**config.mk**
```make
export PLATFORM = sky130hd
export DESIGN_NAME = contiguous_fit_allocator_core
export DESIGN_NICKNAME = d
export VERILOG_FILES = /design/src/hdl/cfa_pkg.sv /design/src/hdl/contiguous_fit_allocator_core.sv
export SDC_FILE = /design/constraint.sdc
export NUM_CORES = 2
export LEC_CHECK = 0
export BUFFER_PORTS_ARGS = -buffer_cell sky130_fd_sc_hd__buf_2
export CAP_MARGIN = 20
export CORE_ASPECT_RATIO = 2
export CORE_MARGIN = 1
export CORE_UTILIZATION = 46
export DETAILED_ROUTE_END_ITERATION = 6
export PLACE_DENSITY_LB_ADDON = 0.3
export SLEW_MARGIN = 10
export SYNTH_ARGS = -nofsm -noshare
export SYNTH_HDL_FRONTEND = slang
export SYNTH_SLANG_ARGS = --single-unit
```
**constraint.sdc**
```tcl
create_clock -name clk -period 7.05 [get_ports clk]
set_input_delay 1.0575 -clock clk [delete_from_list [all_inputs] [get_ports clk]]
set_output_delay 1.0575 -clock clk [all_outputs]
set_load 0.005 [all_outputs]
```
**src/hdl/cfa_pkg.sv**
```systemverilog
`default_nettype none
package cfa_pkg;
  localparam logic [7:0] FREE_MARK = 8'h2E;
  localparam logic [1:0] ACT_ALLOC = 2'd0;
  localparam logic [1:0] ACT_RELEASE = 2'd1;
  localparam logic [1:0] ACT_COMPACT = 2'd2;
  localparam logic [1:0] ACT_READ = 2'd3;
  localparam logic [1:0] POL_FIRST = 2'd0;
  localparam logic [1:0] POL_BEST = 2'd1;
  localparam logic [1:0] POL_WORST = 2'd2;
  localparam logic [1:0] POL_UNKNOWN = 2'd3;
  localparam logic [1:0] ST_OK = 2'd0;
  localparam logic [1:0] ST_NOMEM = 2'd1;
  localparam logic [1:0] ST_POLICY = 2'd2;
  localparam logic [1:0] ST_SIZE = 2'd3;

  // one segment table entry
  typedef struct packed {
    logic [7:0] owner;
    logic [9:0] first;
    logic [9:0] last;
  } seg_t;
endpackage
`default_nettype wire

```
**src/hdl/contiguous_fit_allocator_core.sv**
```systemverilog
`default_nettype none
// Contiguous fit allocator over MEM_UNITS cells. The cell owners and the segment table
// (sorted by start) live in two synchronous memories with registered reads; the
// hole list is never stored, it is recomputed by walking the segment memory. After reset
// the cell store is swept to free with in_tready low. Allocate walks once to search,
// moves each segment above the new one up one entry, fills one cell a cycle and
// walks again to rebuild the hole count and largest hole; release walks once, clearing
// the freed cells one a cycle, then rebuilds; compact walks once, rewriting every cell
// once, then rebuilds. A read passes through S_RD and S_RD2 to S_OUT; a refused
// allocate goes straight to S_OUT. The result waits in an output register, so the
// next beat is taken while it waits; that beat's result then waits until the register
// frees.
module contiguous_fit_allocator_core #(
  parameter int MEM_UNITS = 64
) (
  input  wire  clk,
  input  wire  rst_n,
  input  wire  in_tvalid,
  output logic in_tready,
  // action[1:0], owner[9:2], request_size[17:10], fit_policy[19:18], cell_address[25:20]
  input  wire  [31:0] in_tdata,
  output logic out_tvalid,
  input  wire  out_tready,
  // status[1:0], placed_start[7:2], cell_owner[15:8], largest_free[22:16],
  // free_hole_count[28:23], segment_count[35:29]
  output logic [39:0] out_tdata
);
  import cfa_pkg::*;
  localparam int AW = (MEM_UNITS > 1) ? $clog2(MEM_UNITS) : 1;
  localparam int CW = $clog2(MEM_UNITS + 1);
  localparam int XW = CW + 1;
  localparam logic [XW-1:0] MU = XW'(MEM_UNITS);

  typedef enum logic [11:0] {
    S_IDLE  = 12'h001, S_SRCH  = 12'h002, S_SHIFT = 12'h004, S_FILL = 12'h008,
    S_REL   = 12'h010, S_CLR   = 12'h020, S_CMP  = 12'h040, S_CFIL = 12'h080,
    S_HOLE  = 12'h100, S_RD    = 12'h200, S_RD2  = 12'h400, S_OUT  = 12'h800
  } state_t;
  state_t state_r;

  // memories
  logic [7:0] cell_mem [MEM_UNITS];
  seg_t seg_mem [MEM_UNITS];
  logic cell_we; logic [AW-1:0] cell_wa; logic [7:0] cell_wd; logic [AW-1:0] cell_ra;
  logic [7:0] cell_rd_r;
  logic seg_we; logic [AW-1:0] seg_wa; seg_t seg_wd; logic [AW-1:0] seg_ra;
  seg_t seg_rd_r;
  always_ff @(posedge clk) begin
    if (cell_we) cell_mem[cell_wa] <= cell_wd;
    cell_rd_r <= cell_mem[cell_ra];
    if (seg_we) seg_mem[seg_wa] <= seg_wd;
    seg_rd_r <= seg_mem[seg_ra];
  end

  // clear sweep of cell store after reset
  logic init_r; logic [CW-1:0] init_cnt_r;

  logic [1:0] pol_r; logic [7:0] own_r, size_r; logic [5:0] addr_r;
  logic [CW-1:0] segn_r, holen_r, big_r;
  logic [CW-1:0] i_r, wr_r;          // segment walk index / write index
  logic rv_r;                        // read data valid for entry i_r-1
  logic [XW-1:0] next_r;             // next free cell during walk
  logic [CW-1:0] hc_r, hb_r;         // hole count / biggest in rebuild
  logic pick_v_r; logic [XW-1:0] pick_r, pick_sz_r;
  logic pos_v_r;                     // read of entry below i_r issued
  logic [XW-1:0] c_r, c_end_r;       // cell fill pointer
  logic [7:0] fill_own_r;
  logic tail_r;                      // compaction is clearing the tail
  logic [1:0] st_r; logic [5:0] placed_r; logic [7:0] rown_r;

  // combinational helpers for the entry read last cycle
  logic [XW-1:0] sf, sl, gap, span, cmp_last, new_last, pick_now;
  seg_t cmp_seg, new_seg;
  assign sf = XW'(seg_rd_r.first);
  assign sl = XW'(seg_rd_r.last);
  assign gap = sf - next_r;
  assign span = sl - sf;
  assign cmp_last = next_r + span;
  assign new_last = pick_r + XW'(size_r) - XW'(1);
  assign cmp_seg = {seg_rd_r.owner, 10'(next_r), 10'(cmp_last)};
  assign new_seg = {own_r, 10'(pick_r), 10'(new_last)};

  // hole seen in this search cycle and whether the policy takes it
  logic hv, take; logic [XW-1:0] hs;
  always_comb begin
    hv = 1'b0; hs = gap;
    if (rv_r) begin
      hv = sf > next_r;
    end else if (i_r == segn_r) begin
      hv = next_r < MU; hs = MU - next_r;
    end
    take = hv && (hs >= XW'(size_r)) &&
           (!pick_v_r || (pol_r == POL_BEST && hs < pick_sz_r)) &&
           (pol_r != POL_WORST || hs == XW'(big_r));
  end
  assign pick_now = take ? next_r : pick_r;

  assign in_tready = (state_r == S_IDLE) && !init_r;

  // memory port control
  always_comb begin
    cell_we = 1'b0; cell_wa = '0; cell_wd = FREE_MARK; cell_ra = AW'(addr_r);
    seg_we = 1'b0; seg_wa = '0; seg_wd = seg_rd_r; seg_ra = i_r[AW-1:0];
    if (init_r) begin
      cell_we = 1'b1; cell_wa = init_cnt_r[AW-1:0];
    end else begin
      case (state_r)
        S_FILL, S_CLR, S_CFIL: begin
          cell_we = 1'b1; cell_wa = c_r[AW-1:0]; cell_wd = fill_own_r;
        end
        S_SHIFT: begin
          seg_ra = i_r[AW-1:0] - AW'(1);
          if (i_r == '0) begin
            seg_we = 1'b1; seg_wa = '0; seg_wd = new_seg;
          end else if (pos_v_r) begin
            seg_we = 1'b1; seg_wa = i_r[AW-1:0];
            seg_wd = (sf > pick_r) ? seg_rd_r : new_seg;
          end
        end
        S_REL: begin
          if (rv_r && seg_rd_r.owner != own_r) begin
            seg_we = 1'b1; seg_wa = wr_r[AW-1:0]; seg_wd = seg_rd_r;
          end
        end
        S_CMP: begin
          if (rv_r) begin
            seg_we = 1'b1; seg_wa = i_r[AW-1:0] - AW'(1); seg_wd = cmp_seg;
          end
        end
        default: ;
      endcase
    end
  end

  always_ff @(posedge clk) begin
    if (!rst_n) begin
      state_r <= S_IDLE; init_r <= 1'b1; init_cnt_r <= '0; out_tvalid <= 1'b0;
      segn_r <= '0; holen_r <= CW'(1); big_r <= CW'(MEM_UNITS); tail_r <= 1'b0;
    end else begin
      if (init_r) begin
        init_cnt_r <= init_cnt_r + CW'(1);
        if (init_cnt_r == CW'(MEM_UNITS - 1)) init_r <= 1'b0;
      end
      if (out_tvalid && out_tready) out_tvalid <= 1'b0;
      case (state_r)
        S_IDLE: if (in_tvalid && in_tready) begin
          own_r <= in_tdata[9:2]; size_r <= in_tdata[17:10];
          pol_r <= in_tdata[19:18]; addr_r <= in_tdata[25:20];
          st_r <= ST_OK; placed_r <= '0; rown_r <= '0;
          i_r <= '0; wr_r <= '0; rv_r <= 1'b0; next_r <= '0;
          pick_v_r <= 1'b0; pick_sz_r <= '0; pick_r <= '0; tail_r <= 1'b0;
          case (in_tdata[1:0])
            ACT_ALLOC: begin
              if (in_tdata[17:10] == 8'd0) begin
                st_r <= ST_SIZE; state_r <= S_OUT;
              end else if (int'(in_tdata[17:10]) > int'(big_r)) begin
                st_r <= ST_NOMEM; state_r <= S_OUT;
              end else if (in_tdata[19:18] == POL_UNKNOWN) begin
                st_r <= ST_POLICY; state_r <= S_OUT;
              end else state_r <= S_SRCH;
            end
            ACT_RELEASE: state_r <= S_REL;
            ACT_COMPACT: state_r <= S_CMP;
            default: state_r <= S_RD;
          endcase
        end
        // walk segments, evaluating the hole before each one and the tail hole
        S_SRCH: begin
          if (rv_r) begin
            rv_r <= 1'b0; next_r <= sl + XW'(1);
            if (take) begin
              pick_v_r <= 1'b1; pick_r <= next_r; pick_sz_r <= hs;
            end
          end else if (i_r < segn_r) begin
            i_r <= i_r + CW'(1); rv_r <= 1'b1;
          end else if (!pick_v_r && !take) begin
            st_r <= ST_NOMEM; state_r <= S_OUT;
          end else begin
            pick_r <= pick_now; placed_r <= 6'(pick_now);
            if (segn_r >= CW'(MEM_UNITS)) begin
              state_r <= S_OUT;
            end else begin
              i_r <= segn_r; pos_v_r <= 1'b0; state_r <= S_SHIFT;
            end
          end
        end
        // shift entries up from the top until insertion point found
        S_SHIFT: begin
          if (i_r != '0 && !pos_v_r) begin
            pos_v_r <= 1'b1;
          end else if (i_r != '0 && sf > pick_r) begin
            i_r <= i_r - CW'(1); pos_v_r <= 1'b0;
          end else begin
            segn_r <= segn_r + CW'(1);
            c_r <= pick_r; c_end_r <= new_last; fill_own_r <= own_r;
            state_r <= S_FILL;
          end
        end
        S_FILL, S_CLR, S_CFIL: begin
          if (c_r < c_end_r) begin
            c_r <= c_r + XW'(1);
          end else if (state_r == S_CLR) begin
            state_r <= S_REL;
          end else if (state_r == S_CFIL && !tail_r) begin
            state_r <= S_CMP;
          end else begin
            tail_r <= 1'b0;
            i_r <= '0; rv_r <= 1'b0; next_r <= '0; hc_r <= '0; hb_r <= '0;
            state_r <= S_HOLE;
          end
        end
        // compaction: relocate entries one by one and fill their cells
        S_CMP: begin
          if (rv_r) begin
            rv_r <= 1'b0;
            c_r <= next_r; c_end_r <= cmp_last; fill_own_r <= seg_rd_r.owner;
            next_r <= cmp_last + XW'(1);
            state_r <= S_CFIL;
          end else if (i_r < segn_r) begin
            i_r <= i_r + CW'(1); rv_r <= 1'b1;
          end else if (next_r < MU) begin
            c_r <= next_r; c_end_r <= MU - XW'(1); fill_own_r <= FREE_MARK;
            tail_r <= 1'b1; state_r <= S_CFIL;
          end else begin
            i_r <= '0; next_r <= '0; hc_r <= '0; hb_r <= '0; state_r <= S_HOLE;
          end
        end
        // release: compact table in place, clear cells of matching owner
        S_REL: begin
          if (rv_r) begin
            rv_r <= 1'b0;
            if (seg_rd_r.owner == own_r) begin
              c_r <= sf; c_end_r <= sl; fill_own_r <= FREE_MARK; state_r <= S_CLR;
            end else begin
              wr_r <= wr_r + CW'(1);
            end
          end else if (i_r < segn_r) begin
            i_r <= i_r + CW'(1); rv_r <= 1'b1;
          end else begin
            segn_r <= wr_r; i_r <= '0; next_r <= '0; hc_r <= '0; hb_r <= '0;
            state_r <= S_HOLE;
          end
        end
        // rebuild hole count and largest hole
        S_HOLE: begin
          if (rv_r) begin
            rv_r <= 1'b0;
            if (sf > next_r) begin
              hc_r <= hc_r + CW'(1);
              if (gap > XW'(hb_r)) hb_r <= CW'(gap);
            end
            next_r <= sl + XW'(1);
          end else if (i_r < segn_r) begin
            i_r <= i_r + CW'(1); rv_r <= 1'b1;
          end else begin
            if (next_r < MU) begin
              holen_r <= hc_r + CW'(1);
              big_r <= (MU - next_r > XW'(hb_r)) ? CW'(MU - next_r) : hb_r;
            end else begin
              holen_r <= hc_r; big_r <= hb_r;
            end
            state_r <= S_OUT;
          end
        end
        S_RD: state_r <= S_RD2;
        S_RD2: begin
          rown_r <= (int'(addr_r) < MEM_UNITS) ? cell_rd_r : FREE_MARK;
          state_r <= S_OUT;
        end
        S_OUT: if (!out_tvalid) begin
          out_tvalid <= 1'b1;
          out_tdata <= {4'd0, 7'(segn_r), 6'(holen_r), 7'(big_r), rown_r, placed_r, st_r};
          state_r <= S_IDLE;
        end
        default: state_r <= S_IDLE;
      endcase
    end
  end
endmodule
`default_nettype wire

```
==> summary.md <==
| Metric | Value |
|---|---|
| Run status | finished, final reports clean |
| Top layer used by detailed routing | met5 |
| Worst vdd rail ir drop | 282 uV |
| Post-Route Setup TNS | 0 ns |
| Total clock sinks | 2,276 |
| Largest family of logic cells by synthesized area | compound AO/OA/AOI/OAI gates |
| Worst Path Required | between 7 and 8 ns |
| Synth Area in Adders | 1.60% |
| Width of the chip | 314 um |
| Post-layout min period | 6.07 ns |
| Post-DR wirelength/cell | 30.3 um |
| Iteration-0 DRC Markers | 5,632 |
| Max Slew Vio Count | 0 |
| Row count | 228 |
| Fmax | between 0.15 and 0.2 GHz |
| Area share of and/or/nand/nor cells after synthesis | 5.93% |
| Antenna-violating nets left | 0 |
| I/O Pins | between 70 and 80 |
| Most frequent cells in the layout | edfxtp_1 (2,202), o22ai_1 (626), nor2_1 (373), nand2_1 (340), buf_4 (206) |
| Seq/Total Area, Yosys | between 70% and 80% |
| M1 WL | between 80,000 and 90,000 um |
| Die ar. | 0.196 mm^2 |
| RePlAce Congestion | 0.918 |
| Final instance area | 0.100 mm^2 |
| CP startpoint kind | register |
| Max incr delay on CP | about 0.60 ns |
| RSZ-0062 raised after global routing | false |
| Gr usage total | about 26% |
| MaxCap Viol Count | 0 |
| Synthesis-stage register bit count | ~2,300 |
| Worst Setup End Kind | register |
| Period utilization | between 80% and 90% |
| DR vias | 52,900 |
| Final-report setup violation count | 0 |
| Clk root buf | clkbuf_16 |
| Area leader, netlist | edfxtp_1 |
| Clk_lat worst skew | 0.85 ns |
| Predominant post-synthesis flop cell | edfxtp_1 |
| Commonest non-fill, non-tap cell in the layout | edfxtp_1 |
| DP HPWL | around 160,000 um |
| EDFF count, synth | around 2,200 |
| Post-Syn Instances | approximately 5,600 |
| First-pass GRT wire length | 366,000 um |
| Initial Util | a little under half |
| CP max FO | 20 |
| Setup Crit Path Kind | register to register |
| Cell Area, Synth | slightly below 0.09 mm^2 |
| Largest net degree at the start of global routing | 129 |
| Clock skew | 0.0762 ns |
| Vias per Instance | 6.24 |
| CTS Buf Count | 192 |
| Remaining DRCs | 0 |
| Htree depth | 4 |
| Utilization after layout | approximately 52% |
| Synth top area share | 73.9% |
| Met2 routed WL | 137,000 um |
| Ys Warns | 0 |
| 1st-pass router iterations | 5 |
| Clock Path Buffers | 4 |
| Area Growth Syn to Fin | 12.2% |
| WL final | 257,000 um |
| Clk slew on worst S/H paths | 0.07 ns |
| Mux cell area share after synthesis | between 4 and 5% |
| Synth Area in Compound Gates | a little under a tenth |
| Final WS setup | 0.985 ns |
| Share of layout cells above drive strength 1 | 14.8% |
| Core ar. | 0.193 mm^2 |
| Synth top area cells | edfxtp_1 (74%), o22ai_1 (4.4%), mux4_2 (4.3%), nor2_1 (1.9%), dfxtp_1 (1.7%) |
| CTS tree | done |
| Hold crit path type | input pin to register |
| Pwr dens | 349 mW/mm^2 |
| Worst-path cell chain | inv_1 > ha_1 > nand4b_1 > or2_2 > o311a_1 > nor3_1 > inv_1 > ha_1 > a21oi_1 > nor2b_1 > o21ai_0 > a31oi_1 > or3_1 > or3_1 > a31o_2 > a21oi_1 > o211ai_1 > a2111oi_2 > buf_4 |
| Avg Inst Size Synth | roughly 16 um^2 |
| Vias in the first global route | 53,100 |
| Slew HR | 20.8% |
| Post-synth cell types | 76 |
| DP Area | 0.0941 mm^2 |
| Post-synth ARST share | 0% |
| Leak | 33.0 nW |
| Cells resized by post-CTS repair | 0 |
| Met3 wire length | roughly 16,000 um |
| CP max-delay cell | edfxtp_1 |
| Pre-CTS setup slack | 1.11 ns |
| Xor-xnor portion of the synthesized cell area | 0.803% |
| Initial antenna violation count | 2 |
| Post-CTS Setup Inserts | 0 |
| Overflow after GRT | 0 |
| Final hold violations | 0 |
| Layout Nets | 5,939 |
| Port bufs | 67 |
| Chip height | around 630 um |
| # hold bufs at CTS | 0 |
| CP arrival | about 6.6 ns |
| Worst Max-Slew Pin Slew | 1.18 ns |
[report_power, final]
part | internal, mW | switching (mW) | leakage (nW) | total [mW]
sequential | 16.2 | 0.310 | 21.6 | 16.5
combinational | 2.22 | 5.59 | 8.40 | 7.81
clock | 5.86 | 4.80 | 3.00 | 10.7
total | 24.3 | 10.7 | 33.0 | 35.0
[cell families (layout without fill, tap and decap cells)]
logic type | after synthesis | after routing
DFF | 2276 | 2276
AOI/OAI and AO/OA | 1311 | 1311
and+or+nand+nor | 1190 | 1190
buffers and inverters | 452 | 767
muxes | 205 | 205
adders and majority gates | 109 | 109
xor gates and xnor gates | 82 | 82
other | 1 | 8
[flip-flops by register name, indices dropped and copies added (netlist names), 12 cells and up]
| name | cells |
|---|---|
| seg_mem | 1536 |
| cell_mem | 512 |
| out_tdata | 36 |
| seg_rd_r | 16 |
| state_r | 12 |
[metrics by stage]
| stage | hold WS, ns | instances | power, mW |
|---|---|---|---|
| 6_report | 0.405 | 8478 | 35.0 |
| 3_5_place_dp | 0.410 | 8128 | 24.5 |
| 2_1_floorplan | 0.400 | 5629 | 21.2 |
| 3_3_place_gp | 0.400 | 8126 | 24.4 |
| 4_1_cts | 0.364 | 8472 | 35.0 |
| 5_1_grt | 0.387 | 8475 | 36.0 |
[per-layer routing]
layer | vias to the layer above | track usage [%]
met5 | - | 0
met4 | 2 | 20.0
met3 | 726 | 2.88
met2 | 2505 | 47.3
met1 | 26900 | 26.8
li1 | 22800 | -
[worst max-delay path: cells and delay by family (launching register included)]
family                   cells  cell delay [ns]
buffers and inverters        3             0.66
AND/OR/NAND/NOR              6             1.96
AO/OA/AOI/OAI                8             1.86
adder cells (fa/ha/maj)      2             0.66
flip-flops                   1             0.60
[area by class of cell]
type                            instances  area, um^2
Clock inverter                        114        1120
Fill cell                           15600       92500
Sequential cell                      2276       67600
Antenna cell                            4        10.0
Multi-Input combinational cell       2901       20600
Timing Repair Buffer                  297        2350
Inverter                              126         473
Clock buffer                          230        5050
Tap cell                             2530        3170
[synthesized netlist by cell type (all sizes together) (43+ instances only)]
master and count:
edfxtp 2202, o22ai 626, nor2 443, nand2 345
clkbuf 223, o21ai 199, mux4 169, nor3 148
a31oi 134, inv 125, buf 103, o221ai 103
ha 100, a21oi 98, dfxtp 74, xnor2 49
nand3 43
[worst paths after layout]
kind / cells past startpoint / to / startpoint / slack, ns
setup / recovery: 19 / i_r[5] / i_r[0] / 0.98
hold / removal: 1 / addr_r[2] / in_tdata[22] / 0.40
setup reg to reg: 19 / i_r[5] / i_r[0] / 0.98
hold reg to reg: 0 / out_tdata[25] / holen_r[2] / 0.43
(Power assumes the default switching activity.)
